`config.mk`:
```
export PLATFORM = sky130hd
export DESIGN_NAME = pla_cell
export DESIGN_NICKNAME = d
export VERILOG_FILES = /design/src/pla_pkg.sv /design/src/pla_cell.sv
export SDC_FILE = /design/constraint.sdc
export NUM_CORES = 1
export LEC_CHECK = 0
export BUFFER_PORTS_ARGS = -buffer_cell sky130_fd_sc_hd__buf_2
export CORE_UTILIZATION = 30
export CTS_BUF_LIST = sky130_fd_sc_hd__clkbuf_2 sky130_fd_sc_hd__clkbuf_4 sky130_fd_sc_hd__clkbuf_8
export CTS_CLUSTER_DIAMETER = 60
export DETAILED_ROUTE_END_ITERATION = 16
export GPL_ROUTABILITY_DRIVEN = 0
export PLACE_DENSITY_LB_ADDON = 0.2
export SYNTH_ARGS = -nofsm -noshare
export SYNTH_HDL_FRONTEND = slang
export SYNTH_SLANG_ARGS = --single-unit
```
`constraint.sdc`:
```
create_clock -name clk -period 5.5 [get_ports clk]
set_input_delay 1.1 -clock clk [delete_from_list [all_inputs] [get_ports clk]]
set_output_delay 1.1 -clock clk [all_outputs]
set_load 0.1 [all_outputs]
```
`src/pla_pkg.sv`:
```
package pla_pkg;

  localparam int MaxLights = 16;
  localparam int IdxW = $clog2(MaxLights);
  localparam int CntW = $clog2(MaxLights + 1);

  typedef struct packed {
    logic [15:0] x;
    logic [15:0] y;
    logic [3:0]  z;
    logic [7:0]  level;
    logic [7:0]  color;
  } lamp_t;

  typedef struct packed {
    logic load;
    logic shift;
  } cell_ctrl_t;

  typedef struct packed {
    logic go;
    logic init;
  } shade_req_t;

  typedef enum logic [1:0] {
    OP_ADD    = 2'd0,
    OP_REMOVE = 2'd1,
    OP_CLEAR  = 2'd2,
    OP_QUERY  = 2'd3
  } op_t;

  typedef enum logic [1:0] {
    STAT_OK    = 2'd0,
    STAT_FULL  = 2'd1,
    STAT_QUERY = 2'd2
  } status_t;

  localparam logic [2:0] REG_ENABLE  = 3'd0;
  localparam logic [2:0] REG_AMBIENT = 3'd1;
  localparam logic [2:0] REG_RED     = 3'd2;
  localparam logic [2:0] REG_GREEN   = 3'd3;
  localparam logic [2:0] REG_BLUE    = 3'd4;

  localparam logic [7:0]  ColorPlain = 8'd215;
  localparam logic [16:0] BlendScale = 17'd65280;

  function automatic logic [23:0] pal_rgb(input logic [7:0] color);
    logic [23:0] rgb;
    case (color)
      8'd206:  rgb = 24'hFFFF00;
      8'd207:  rgb = 24'hFF8000;
      8'd208:  rgb = 24'hFF0000;
      8'd209:  rgb = 24'h8000FF;
      8'd210:  rgb = 24'h0000FF;
      8'd211:  rgb = 24'h00FFFF;
      8'd212:  rgb = 24'h00FF00;
      8'd214:  rgb = 24'h808080;
      default: rgb = 24'hFFFFFF;
    endcase
    return rgb;
  endfunction

endpackage

```
`src/pla_cell.sv`:
```
module pla_cell (
  input  logic                clk,
  input  pla_pkg::cell_ctrl_t ctrl,
  input  pla_pkg::lamp_t      neighbor,
  input  pla_pkg::lamp_t      new_lamp,
  input  logic [15:0]         px,
  input  logic [15:0]         py,
  input  logic [3:0]          pz,
  output pla_pkg::lamp_t      lamp,
  output logic                hit
);

  always_ff @(posedge clk) begin
    if (ctrl.load) begin
      lamp <= new_lamp;
    end else if (ctrl.shift) begin
      lamp <= neighbor;
    end
  end

  assign hit = (lamp.x == px) && (lamp.y == py) && (lamp.z == pz);

endmodule

```
Word level (Yosys, flattened, before mapping)
Cells that the tools add are included.
{"block": "word_totals", "out_inout_bits": 53, "register_bits": 52, "wordCells": 13, "inputBits": 143}
{"block": "classes", "reduce_logical": 3, "eq_ne": 3, "mux": 2}
{"cell": "$mux 52", "count": 2}
{"cell": "$eq 16x16->1", "count": 2}
{"cell": "$eq 4x4->1", "count": 1}
{"cell": "$logic_and 1x1->1", "count": 2}
{"cell": "$reduce_bool 2->1", "count": 1}

Longest topological paths before layout
{"block": "depth", "ltp_word": 3, "depth_mapped": 4, "depth_no_buf": 4}

Worst setup path after synthesis
OpenSTA, ideal clock, no wires.
{"block": "synth_timing", "kind": "input -> output", "startpoint": "input port py[15]", "endpoint": "output port hit", "path_buffers": 0, "slack_ns": 1.040, "arrival_ns": 3.360, "path_stages": 4, "t_required_ns": 4.400, "path_cell_list": "xor2_1 nor4_1 nand3_1 nor4_2"}
{"block": "synth_via", "elab_chain_len": 3}
{"item": "start, declared", "line": "pla_cell.sv:7", "source": "input logic [15:0] py,"}
{"item": "$eq 16x16->1", "line": "pla_cell.sv:21", "source": "assign hit = (lamp.x == px) && (lamp.y == py) && (lamp.z == pz);"}
{"item": "$logic_and 1x1->1 (2 in a row)", "line": "pla_cell.sv:21"}
{"item": "end, declared", "line": "pla_cell.sv:10", "source": "output logic hit"}
Every way passes these cells.

Worst setup path in the final report
{"block": "layout_timing", "startpoint": "input port px[11]", "endpoint": "output port hit"}
{"block": "layout_via", "elab_chain_len": 3}
{"item": "start, declared", "line": "pla_cell.sv:6", "source": "input logic [15:0] px,"}
{"item": "$eq 16x16->1", "line": "pla_cell.sv:21"}
{"item": "$logic_and 1x1->1 (2 in a row)", "line": "pla_cell.sv:21"}
Every way passes these cells.

==> key figures <==
Setup path
  – Arr. time, crit path: 2.69 ns
  – Crit-path max FO: 1
  – Critical path launch point: px[11]
  – Worst path required time: 4.40 ns
  – Startpoint Class: primary input
  – Worst setup EP type: primary output
  – Setup CP Type: primary input to primary output

Run status
  – Status: complete, no violations

Floorplanning
  – Die width: 94.7 µm
  – Initial core utilization: 0.312
  – IO Pins: 196
  – Chip Height: 94.7 µm
  – Core ar.: 8260 µm²
  – Num rows: 33
  – Total die area: 8970 µm²

Finish
  – Max reg flops: 52
  – Commonest non-fill, non-tap cell in the layout: buf_2
  – Biggest regs: lamp x52
  – Fillers: 786
  – Layout area overhead: 46.5%
  – Number of diodes: 0
  – Net count, final: 500
  – Layout cells sized above 1: 0.718
  – Most frequent cells in the layout: buf_2, mux2_2, edfxtp_1, xor2_1, xnor2_1
  – Most flops, register: lamp

CTS
  – Setup bufs post-CTS: 0
  – Clock Tree Buf Depth: 2
  – CTS Buf Count: 5
  – Clk sink count: 52
  – Resized cells post-CTS: 0
  – CTS root buf: clkbuf_8
  – Cts hold-fix bufs: 0
  – CTS tree: built
  – CTS clk-pin slew, worst paths: 0.09 ns
  – CTS H-tree lvls: 2

GRT
  – Vias in the first global route: 1837
  – Global-route wire length before repair: 9000 µm
  – Largest net degree at the start of global routing: 53
  – Antenna violations before repair: 0
  – GRT Util Overall: 0.137
  – Grt ovf: 0

Power
  – Leakage power: 1.71 nW
  – Tot Pwr: 1.25 mW
  – Worst vdd ir: 0.127 mV
  – Pwr dens: 332 nW/µm²

Drt
  – DR pass1 iterations: 3
  – Routed length per instance: 13.6 µm
  – DR vias/cell: 4.36
  – Remaining DRCs: 0
  – Routed Antenna Nets: 0
  – Initial DRC Count: 58
  – DR vias: 2019
  – Drt total wl: 6280 µm

Timing
  – Relative slew slack: 0.550
  – Slew @ Worst Pin: 0.674 ns
  – Shortest period the worst path allows: 3.79 ns
  – Endpoints failing setup: 0
  – Fin. max-slew vios: 0
  – TNS Setup: 0 ns
  – Highest clock rate: 264 MHz
  – Unrepaired setup endpoints after global routing: no
  – Period Utilization, post-route: 0.688
  – Hold Slack: 1.10 ns
  – Final hold violation count: 0

Logic synthesis
  – Mapped Area: 2580 µm²
  – Mapped Cells: 159
  – Flops & latches, synth: 52
  – Post-synthesis sequential area ratio: 0.606
  – Synth unique cells: 10
  – Avg Inst Size Synth: 16.2 µm²
  – Synth area leader: edfxtp_1
  – Share of the synthesized area in the top cell type: 0.606
  – Largest cells by area after synthesis: edfxtp_1, mux2_2, xor2_1, xnor2_1, nor4_1
  – Post-Synthesis Net Count: 302
  – Warnings, synthesis: 0

Run
  – Max-cap check violation count: 0

Worst hold path
  – Hold crit path type: primary input to register
  – Hold Path Stages: 2
  – Hold path start: neighbor[2]

Placed design
  – Input/output buffers: 195
  – Detail Placement HPWL: 4990 µm
## final timing paths
kind	endpoint	slack (ns)
max	hit	1.71
min	lamp[2]	1.10
## layout make-up
class                   count  area (µm²)  share of cell area
clock buffers               5        68.8              0.0182
clock inverters             3        37.5             0.00994
multi-input cells         101         987               0.261
flip-flops and latches     52        1560               0.413
well taps                 105         131              0.0348
repair buffers            197         991               0.262
## metrics by stage
step | area [µm²] | util | std cells | worst slack, ns
finish | 3780 | 0.457 | 463 | 1.71
global route | 3780 | 0.457 | 463 | 1.71
CTS | 3780 | 0.457 | 463 | 1.71
detailed placement | 3670 | 0.445 | 455 | 1.71
global placement | 3670 | 0.445 | 455 | 1.70
floorplan | 2580 | - | 159 | 1.04
## power breakdown
| group | switching [mW] | internal (mW) |
|---|---|---|
| clock network | 0.117 | 0.133 |
| registers | 0.0237 | 0.488 |
| logic | 0.381 | 0.111 |
| total | 0.522 | 0.731 |
## logic make-up (layout without fill, tap and decap cells)
group,Yosys count,after routing,synth area share
xor+xnor,36,36,0.122
buf+inv,6,205,0.0116
flops,52,52,0.606
mux,52,52,0.227
simple gates,13,13,0.0335
## cell usage after synthesis
library cell	n
buf_2	6
edfxtp_1	52
mux2_2	52
nand3_1	1
nand4_1	3
nor4_1	7
nor4_2	1
or2_2	1
xnor2_1	8
xor2_1	28
## critical path: stages
cell     delay (ns)
buf_2          0.10
xor2_1         0.15
nor4_1         0.50
nand4_1        0.22
nor4_2         0.16
buf_2          0.46
## per-layer routing
metal / wire [µm] / track usage / vias to the layer above
met2: 3040 / 0.243 / 128
met3: 757 / 0.0588 / 5
met4: 77 / 0.0455 / 0
li1: - / - / 998
met1: 2410 / 0.146 / 888
met5: 0 / 0 / -
Note: power is estimated with default switching activity, not from simulation.
