**config.mk**
```make
export PLATFORM = sky130hd
export DESIGN_NAME = pla_shade
export DESIGN_NICKNAME = d
export VERILOG_FILES = /design/src/pla_pkg.sv /design/src/pla_shade.sv
export SDC_FILE = /design/constraint.sdc
export NUM_CORES = 2
export LEC_CHECK = 0
export BUFFER_PORTS_ARGS = -buffer_cell sky130_fd_sc_hd__buf_2
export CAP_MARGIN = 20
export CORE_MARGIN = 10
export CORE_UTILIZATION = 65
export CTS_CLUSTER_DIAMETER = 80
export CTS_CLUSTER_SIZE = 12
export DETAILED_ROUTE_END_ITERATION = 8
export PLACE_DENSITY = 0.92
export SYNTH_ARGS = -nofsm -noshare
export SYNTH_HDL_FRONTEND = slang
export SYNTH_SLANG_ARGS = --single-unit
```
**constraint.sdc**
```tcl
create_clock -name clk -period 14.45 [get_ports clk]
set_input_delay 2.89 -clock clk [delete_from_list [all_inputs] [get_ports clk]]
set_output_delay 2.89 -clock clk [all_outputs]
set_load 0.02 [all_outputs]
```
**src/pla_pkg.sv**
```systemverilog
package pla_pkg;

  localparam int MaxLights = 16;
  localparam int IdxW = $clog2(MaxLights);
  localparam int CntW = $clog2(MaxLights + 1);

  typedef struct packed {
    logic [15:0] x;
    logic [15:0] y;
    logic [3:0]  z;
    logic [7:0]  level;
    logic [7:0]  color;
  } lamp_t;

  typedef struct packed {
    logic load;
    logic shift;
  } cell_ctrl_t;

  typedef struct packed {
    logic go;
    logic init;
  } shade_req_t;

  typedef enum logic [1:0] {
    OP_ADD    = 2'd0,
    OP_REMOVE = 2'd1,
    OP_CLEAR  = 2'd2,
    OP_QUERY  = 2'd3
  } op_t;

  typedef enum logic [1:0] {
    STAT_OK    = 2'd0,
    STAT_FULL  = 2'd1,
    STAT_QUERY = 2'd2
  } status_t;

  localparam logic [2:0] REG_ENABLE  = 3'd0;
  localparam logic [2:0] REG_AMBIENT = 3'd1;
  localparam logic [2:0] REG_RED     = 3'd2;
  localparam logic [2:0] REG_GREEN   = 3'd3;
  localparam logic [2:0] REG_BLUE    = 3'd4;

  localparam logic [7:0]  ColorPlain = 8'd215;
  localparam logic [16:0] BlendScale = 17'd65280;

  function automatic logic [23:0] pal_rgb(input logic [7:0] color);
    logic [23:0] rgb;
    case (color)
      8'd206:  rgb = 24'hFFFF00;
      8'd207:  rgb = 24'hFF8000;
      8'd208:  rgb = 24'hFF0000;
      8'd209:  rgb = 24'h8000FF;
      8'd210:  rgb = 24'h0000FF;
      8'd211:  rgb = 24'h00FFFF;
      8'd212:  rgb = 24'h00FF00;
      8'd214:  rgb = 24'h808080;
      default: rgb = 24'hFFFFFF;
    endcase
    return rgb;
  endfunction

endpackage

```
**src/pla_shade.sv**
```systemverilog
module pla_shade (
  input  logic                clk,
  input  logic                rst,
  input  pla_pkg::shade_req_t req,
  input  logic [7:0]          base_r,
  input  logic [7:0]          base_g,
  input  logic [7:0]          base_b,
  input  pla_pkg::lamp_t      head,
  input  logic [15:0]         qx,
  input  logic [15:0]         qy,
  input  logic [3:0]          qz,
  output logic                ack,
  output logic [20:0]         dyn,
  output logic [7:0]          r,
  output logic [7:0]          g,
  output logic [7:0]          b
);

  typedef enum logic [4:0] {
    S_IDLE = 5'b00001,
    S_SUM  = 5'b00010,
    S_DIV  = 5'b00100,
    S_MIX  = 5'b01000,
    S_FIX  = 5'b10000
  } sstate_t;

  sstate_t     state;
  logic [31:0] sx, sy;
  logic [7:0]  sz;
  logic [33:0] den;
  logic [19:0] num;
  logic [19:0] rem;
  logic [19:0] quo;
  logic [4:0]  div_cnt;
  logic [7:0]  color;
  logic        blend;
  logic [15:0] mr, mg, mb;

  logic [15:0] dx, dy;
  logic [3:0]  dz;
  logic [20:0] rem_sh;
  logic        ge;
  logic [15:0] c;
  logic [16:0] w;
  logic [23:0] pal;

  function automatic logic [7:0] div255(input logic [15:0] m);
    logic [24:0] t;
    logic [7:0]  q0;
    logic [15:0] rr;
    t  = {1'b0, m, 8'd0} + {9'd0, m};
    q0 = t[23:16];
    rr = m - ({q0, 8'd0} - {8'd0, q0});
    return (rr >= 16'd255) ? q0 + 8'd1 : q0;
  endfunction

  assign dx = (head.x > qx) ? head.x - qx : qx - head.x;
  assign dy = (head.y > qy) ? head.y - qy : qy - head.y;
  assign dz = (head.z > qz) ? head.z - qz : qz - head.z;

  assign rem_sh = {rem, num[19]};
  assign ge     = {13'd0, rem_sh} >= den;
  assign c      = quo[15:0];
  assign w      = pla_pkg::BlendScale - {1'b0, c};
  assign pal    = pla_pkg::pal_rgb(color);
  assign ack    = (state == S_FIX);

  always_ff @(posedge clk) begin
    if (rst) begin
      state <= S_IDLE;
    end else begin
      case (state)
        S_IDLE: begin
          if (req.go) begin
            state <= S_SUM;
          end
        end
        S_SUM:   state <= S_DIV;
        S_DIV: begin
          if (div_cnt == 5'd19) begin
            state <= S_MIX;
          end
        end
        S_MIX:   state <= S_FIX;
        S_FIX:   state <= S_IDLE;
        default: state <= S_IDLE;
      endcase
    end
  end

  always_ff @(posedge clk) begin
    case (state)
      S_IDLE: begin
        if (req.init) begin
          r   <= base_r;
          g   <= base_g;
          b   <= base_b;
          dyn <= '0;
        end
        sx    <= dx * dx;
        sy    <= dy * dy;
        sz    <= {4'd0, dz} * {4'd0, dz};
        color <= head.color;
        num   <= {1'b0, head.level, 11'd0} + {3'b0, head.level, 9'd0};
      end
      S_SUM: begin
        den     <= {2'd0, sx} + {2'd0, sy} + {26'd0, sz} + 34'd10;
        rem     <= '0;
        quo     <= '0;
        div_cnt <= '0;
      end
      S_DIV: begin
        rem     <= ge ? 20'(({13'd0, rem_sh}) - den) : rem_sh[19:0];
        quo     <= {quo[18:0], ge};
        num     <= {num[18:0], 1'b0};
        div_cnt <= div_cnt + 5'd1;
      end
      S_MIX: begin
        blend <= (quo > 20'd256) && (color != pla_pkg::ColorPlain);
        if (quo > 20'd256) begin
          dyn <= dyn + {5'd0, c};
        end
        mr <= 16'((({18'd0, r} * {9'd0, w}) + ({18'd0, pal[23:16]} * {10'd0, c})) >> 8);
        mg <= 16'((({18'd0, g} * {9'd0, w}) + ({18'd0, pal[15:8]} * {10'd0, c})) >> 8);
        mb <= 16'((({18'd0, b} * {9'd0, w}) + ({18'd0, pal[7:0]} * {10'd0, c})) >> 8);
      end
      S_FIX: begin
        if (blend) begin
          r <= div255(mr);
          g <= div255(mg);
          b <= div255(mb);
        end
      end
      default: ;
    endcase
  end

endmodule

```
# After elaboration in Yosys (flattened, before gate mapping)
# Cells that the tools add are included.
# Widths: inputs -> output; s select.
# totals
reg_bits,278
latch_bits,0
ram_bits,0
mem_bits_ro,0
out_inout_bits,46
elab_cells,119
mem_count,0
# op_classes
n_addsub,29
n_mul,9
div_mod_pow,0
magnitude_cmp,8
eq_ne,20
shift,0
n_mux,27
bitwise_logic,0
reduce_logical,8
# op_table
cell,count
$pmux 24 s8,1
$pmux 20 s2,3
$sub 16x16->16,7
$add 24x16->24,3
$add 24x24->24,3
$mul 8x16->24,3
$mul 8x17->24,3
$mux 8,9
$eq 8x8->1 const B,8
$mul 16x16->32,2
$ge 16x8->1 const B,3
$pmux 8 s2,3
$sub 16x8->16,3
$mux 21,2
$pmux 21 s2,1
$add 33x8->34,1
$add 34x4->34 const B,1
$ge 21x34->1,1
$add 32x32->33,1
$gt 16x16->1,2
$mux 16,2
$add 8x1->8 const B,3
$add 21x16->21,1
$add 19x17->20,1
24 further kinds,34

# Depth between registers and ports, before layout
# logic_depth
depth_word,7
ltp_mapped,39

# Worst setup path after synthesis
# OpenSTA, ideal clock, no wires.
# synth_timing
path_kind,in2reg
startpoint,in head[36] (netlist bit)
endpoint,reg sx[31] (data pin)
arrival_time_ns,11.254
required_time_ns,14.182
slack_ns,2.928
path_stages,35
path_cell_list,inv_1 -> ha_1 -> inv_1 -> fa_1 -> a21oi_1 -> o211ai_1 -> a2111o_1 -> a22oi_2 -> nor2_1 -> clkbuf_1 -> a21oi_1 -> xor2_1 -> inv_1 -> clkbuf_1 -> nand2_1 -> fa_1 -> fa_1 -> inv_1 -> fa_1 -> fa_1 -> fa_1 -> inv_1 -> fa_1 -> inv_1 -> ha_1 -> a21o_1 -> a21o_1 -> a21oi_1 -> o21ai_0 -> a31oi_1 -> o21ai_0 -> nor4_1 -> nor3_1 -> a2111oi_2 -> xnor3_1
# synth_via
elab_chain_cells,3
elab_cells_between_ends,5
classes_between,2 x add/sub; 1 x mul; 1 x order compare; 1 x mux
# synth_lines
item,line,text
"start, declared",pla_shade.sv:8,"input pla_pkg::lamp_t head,"
$sub 16x16->16 / $gt 16x16->1 (equally long branches),pla_shade.sv:57,assign dx = (head.x > qx) ? head.x - qx : qx - head.x;
$mux 16 (*),pla_shade.sv:57,
$mul 16x16->32 (*),pla_shade.sv:100,sx <= dx * dx;
"end signal, assigned",pla_shade.sv:100,
"end, declared",pla_shade.sv:28,"logic [31:0] sx, sy;"
# Every way passes the cells marked *; elsewhere a longest branch is shown, timed or not.
# A chain may end at the register's enable or synchronous reset.

# Worst setup path in the final report
# Same ends and word-level chain as after synthesis.

==> impl_results.md <==
- Final Critical Period: 12.51 ns
- First-pass GRT wire length: 244,000 um
- H-tree lvl count: 1
- Die Span X: 319 um
- Peak Freq: 79.9 MHz
- DIE AREA: roughly 100,000 um^2
- Post-DRT Antenna Nets: 0
- Net count, final: 8,156
- Dpl hpwl: 118,000 um
- Post-synth top area share: about a third
- # resized after CTS: 0
- Die Y: between 300 and 400 um
- Kind of critical path: input port to flip-flop
- Fraction of registers with async set or reset after synthesis: 0%
- Worst Hold Class: flip-flop to flip-flop
- Final period utilization: between 80% and 90%
- CORE AREA: 88,400 um^2
- Slowest CP cell: fa_1
- Total wire length: approximately 150,000 um
- Critical path data arrival time: 12.84 ns
- Area grow syn2layout: 5.36%
- Avg Cell Area, Syn: around 9.2 um^2
- CP most frequent cell: fa_1
- Final Setup Violations: 0
- Count leader, synth: inv_1
- Port Buf Inserts: 161
- Outcome: completed
- WL/cell: slightly below 20 um
- Cell row count: 109
- Met2 usage: 51.6%
- CTS tree: done
- Yosys cell types: 92
- CTS Buf Count: 28
- Worst path max stage delay: 0.55 ns
- Slew Limit Fails: 0
- Post-CTS setup buffer count: 0
- Max cap viols: 0
- Fillers: 6,164
- Hold slack: 0.517 ns
- 1st-pass router iterations: 6
- Num Clock Sinks: approximately 270
- Grt met3 use: under 10%
- Final hold violation count: 0
- Top post-synthesis cells by area: fa_1 34%, ha_1 15%, edfxtp_1 14%
- Crit end category: flip-flop
- Startpoint Class: input port
- Worst slew pin tran: 1.15 ns
- Setup TNS: 0 ns
- Vias in the first global route: 49,800
- Synthesis warning total: 0
- Top_reg_cell synth: edfxtp_1
- Met1 Usage GRT: 31.9%
- Final worst clock skew: roughly 0.036 ns
- Ratio of cells with drive above 1 in the final layout: 5.35%
- Vias per Instance: 5.93
- Clk slew on worst S/H paths: 0.06 ns
- Ports: roughly 160
- Crit path required time: 14.78 ns
- CTS root buf: clkbuf_16
- Skew-Pair Late Insertion Delay: 0.62 ns
- Antenna violations before repair: 9
- Post-synth top area cell: fa_1
- Hold_buf cts: 0
- EDFF count, synth: between 200 and 300
- Remaining DRCs: 0
- Commonest cells post-synth: 1,472 x inv_1, 979 x fa_1, 708 x ha_1
- Via count: roughly 45,000
- Number of synthesized register bits: 266
- Largest net degree at the start of global routing: 79
- Remaining global-route overflow: 0
- Mapped Cells: 6,270
- CTS max path bufs: 3
- Crit-path max FO: 13
- Initial Utilization: approximately two thirds
- GR Util All Layers: 29.4%
- Routability cong.: 0.960
- Busiest grt layer: met2
- Drt initial violations: 3,565
- Syn nets: 8,073
- Mapped Area: 57,900 um^2
- Worst rel slew slack: 23.3%
- Register area share after synthesis: 13.7%
- RSZ-0062 raised after global routing: false
per-stage QoR:
step / util, % / std cells / setup slack [ns] / area, um^2
6_report: 69.1 / 7542 / 1.94 / 61000
5_1_grt: 69.1 / 7538 / 1.34 / 61000
4_1_cts: 69.0 / 7536 / 2.05 / 61000
3_5_place_dp: 68.0 / 7486 / 1.45 / 60100
3_3_place_gp: 68.0 / 7486 / 1.90 / 60100
2_1_floorplan: - / 6270 / 2.93 / 57900
logic make-up (layout without fill, tap and decap cells):
| group | after synthesis | count (layout) | share of synthesized area (%) |
|---|---|---|---|
| other | 1 | 5 | 0.00647 |
| AO/OA/AOI/OAI | 782 | 782 | 8.68 |
| buffers and inverters | 1653 | 1756 | 10.7 |
| adder cells (fa/ha/maj) | 1687 | 1687 | 49.1 |
| XOR/XNOR | 287 | 287 | 4.47 |
| AND/OR/NAND/NOR | 1561 | 1561 | 12.7 |
| multiplexers | 33 | 33 | 0.600 |
| flip-flops | 266 | 266 | 13.7 |
layer usage:
metal / wire, um / part of all wire (%) / up-vias
met3: 12600 / 8.5 / 814
li1: - / - / 19900
met1: 49600 / 34 / 21900
met2: 73900 / 50 / 2197
met5: 30 / 0.020 / -
met4: 11400 / 7.7 / 4
registers in the layout, summed over array words and instances, names as in the netlist, 11 cells and up:
| name | count |
|---|---|
| rem | 20 |
| num | 11 |
| sy | 31 |
| den | 34 |
| mb | 16 |
| quo | 20 |
| dyn | 21 |
| mg | 16 |
| sx | 31 |
| mr | 16 |
critical path: cells and delay by family:
| kind | cells | cell delay, ns |
|---|---|---|
| XOR/XNOR | 1 | 0.37 |
| buffers and inverters | 7 | 0.70 |
| AO/OA/AOI/OAI | 14 | 3.71 |
| adder cells (fa/ha/maj) | 9 | 3.91 |
| AND/OR/NAND/NOR | 5 | 1.26 |
worst paths after layout:
path	end	slack (ns)	from	depth (start not counted)
worst max-delay path	sx[31]	1.94	head[36]	36
worst min-delay path	num[10]	0.52	num[9]	2
worst max register to register	mr[14]	5.22	quo[0]	29
worst min register to register	num[10]	0.52	num[9]	2
cells in the final DEF, fill, tap and decap left out, types with 12 or more instances in the layout:
cell type,netlist,layout
a31oi_1,36,35
a21o_1,106,106
a31o_2,12,12
o211ai_1,12,12
o21a_1,44,44
o21ai_0,166,165
mux2_2,13,13
or3_1,29,29
nand4_1,30,30
nand2b_1,56,56
o31ai_1,17,17
and3_1,30,30
clkbuf_1,150,14
inv_1,1472,1470
a211oi_1,20,20
clkbuf_16,0,29
fa_1,979,979
nor4_1,17,17
nand3_1,69,69
nor2_1,335,335
nor3_1,74,73
xnor2_1,195,189
buf_2,11,161
a21oi_1,219,219
buf_4,1,61
xor2_1,85,77
and2_1,205,205
ha_1,708,708
o21bai_1,29,29
mux2i_1,19,19
edfxtp_1,261,261
nand2_1,606,605
nor2b_1,44,44
area by class of cell:
cell class              instances  area (um^2)  area share [%]
clock inverters                 7         91.3           0.150
multi-input cells            4351        43900            71.9
flip-flops and latches        266         7940            13.0
well taps                    1165         1460            2.39
repair buffers                224         1290            2.12
diodes                          4         10.0          0.0164
clock buffers                  43          778            1.28
inverters                    1482         5560            9.12
Power is not shown: default switching activity piles up to over one toggle a cycle in this logic, so the estimate is an artifact.
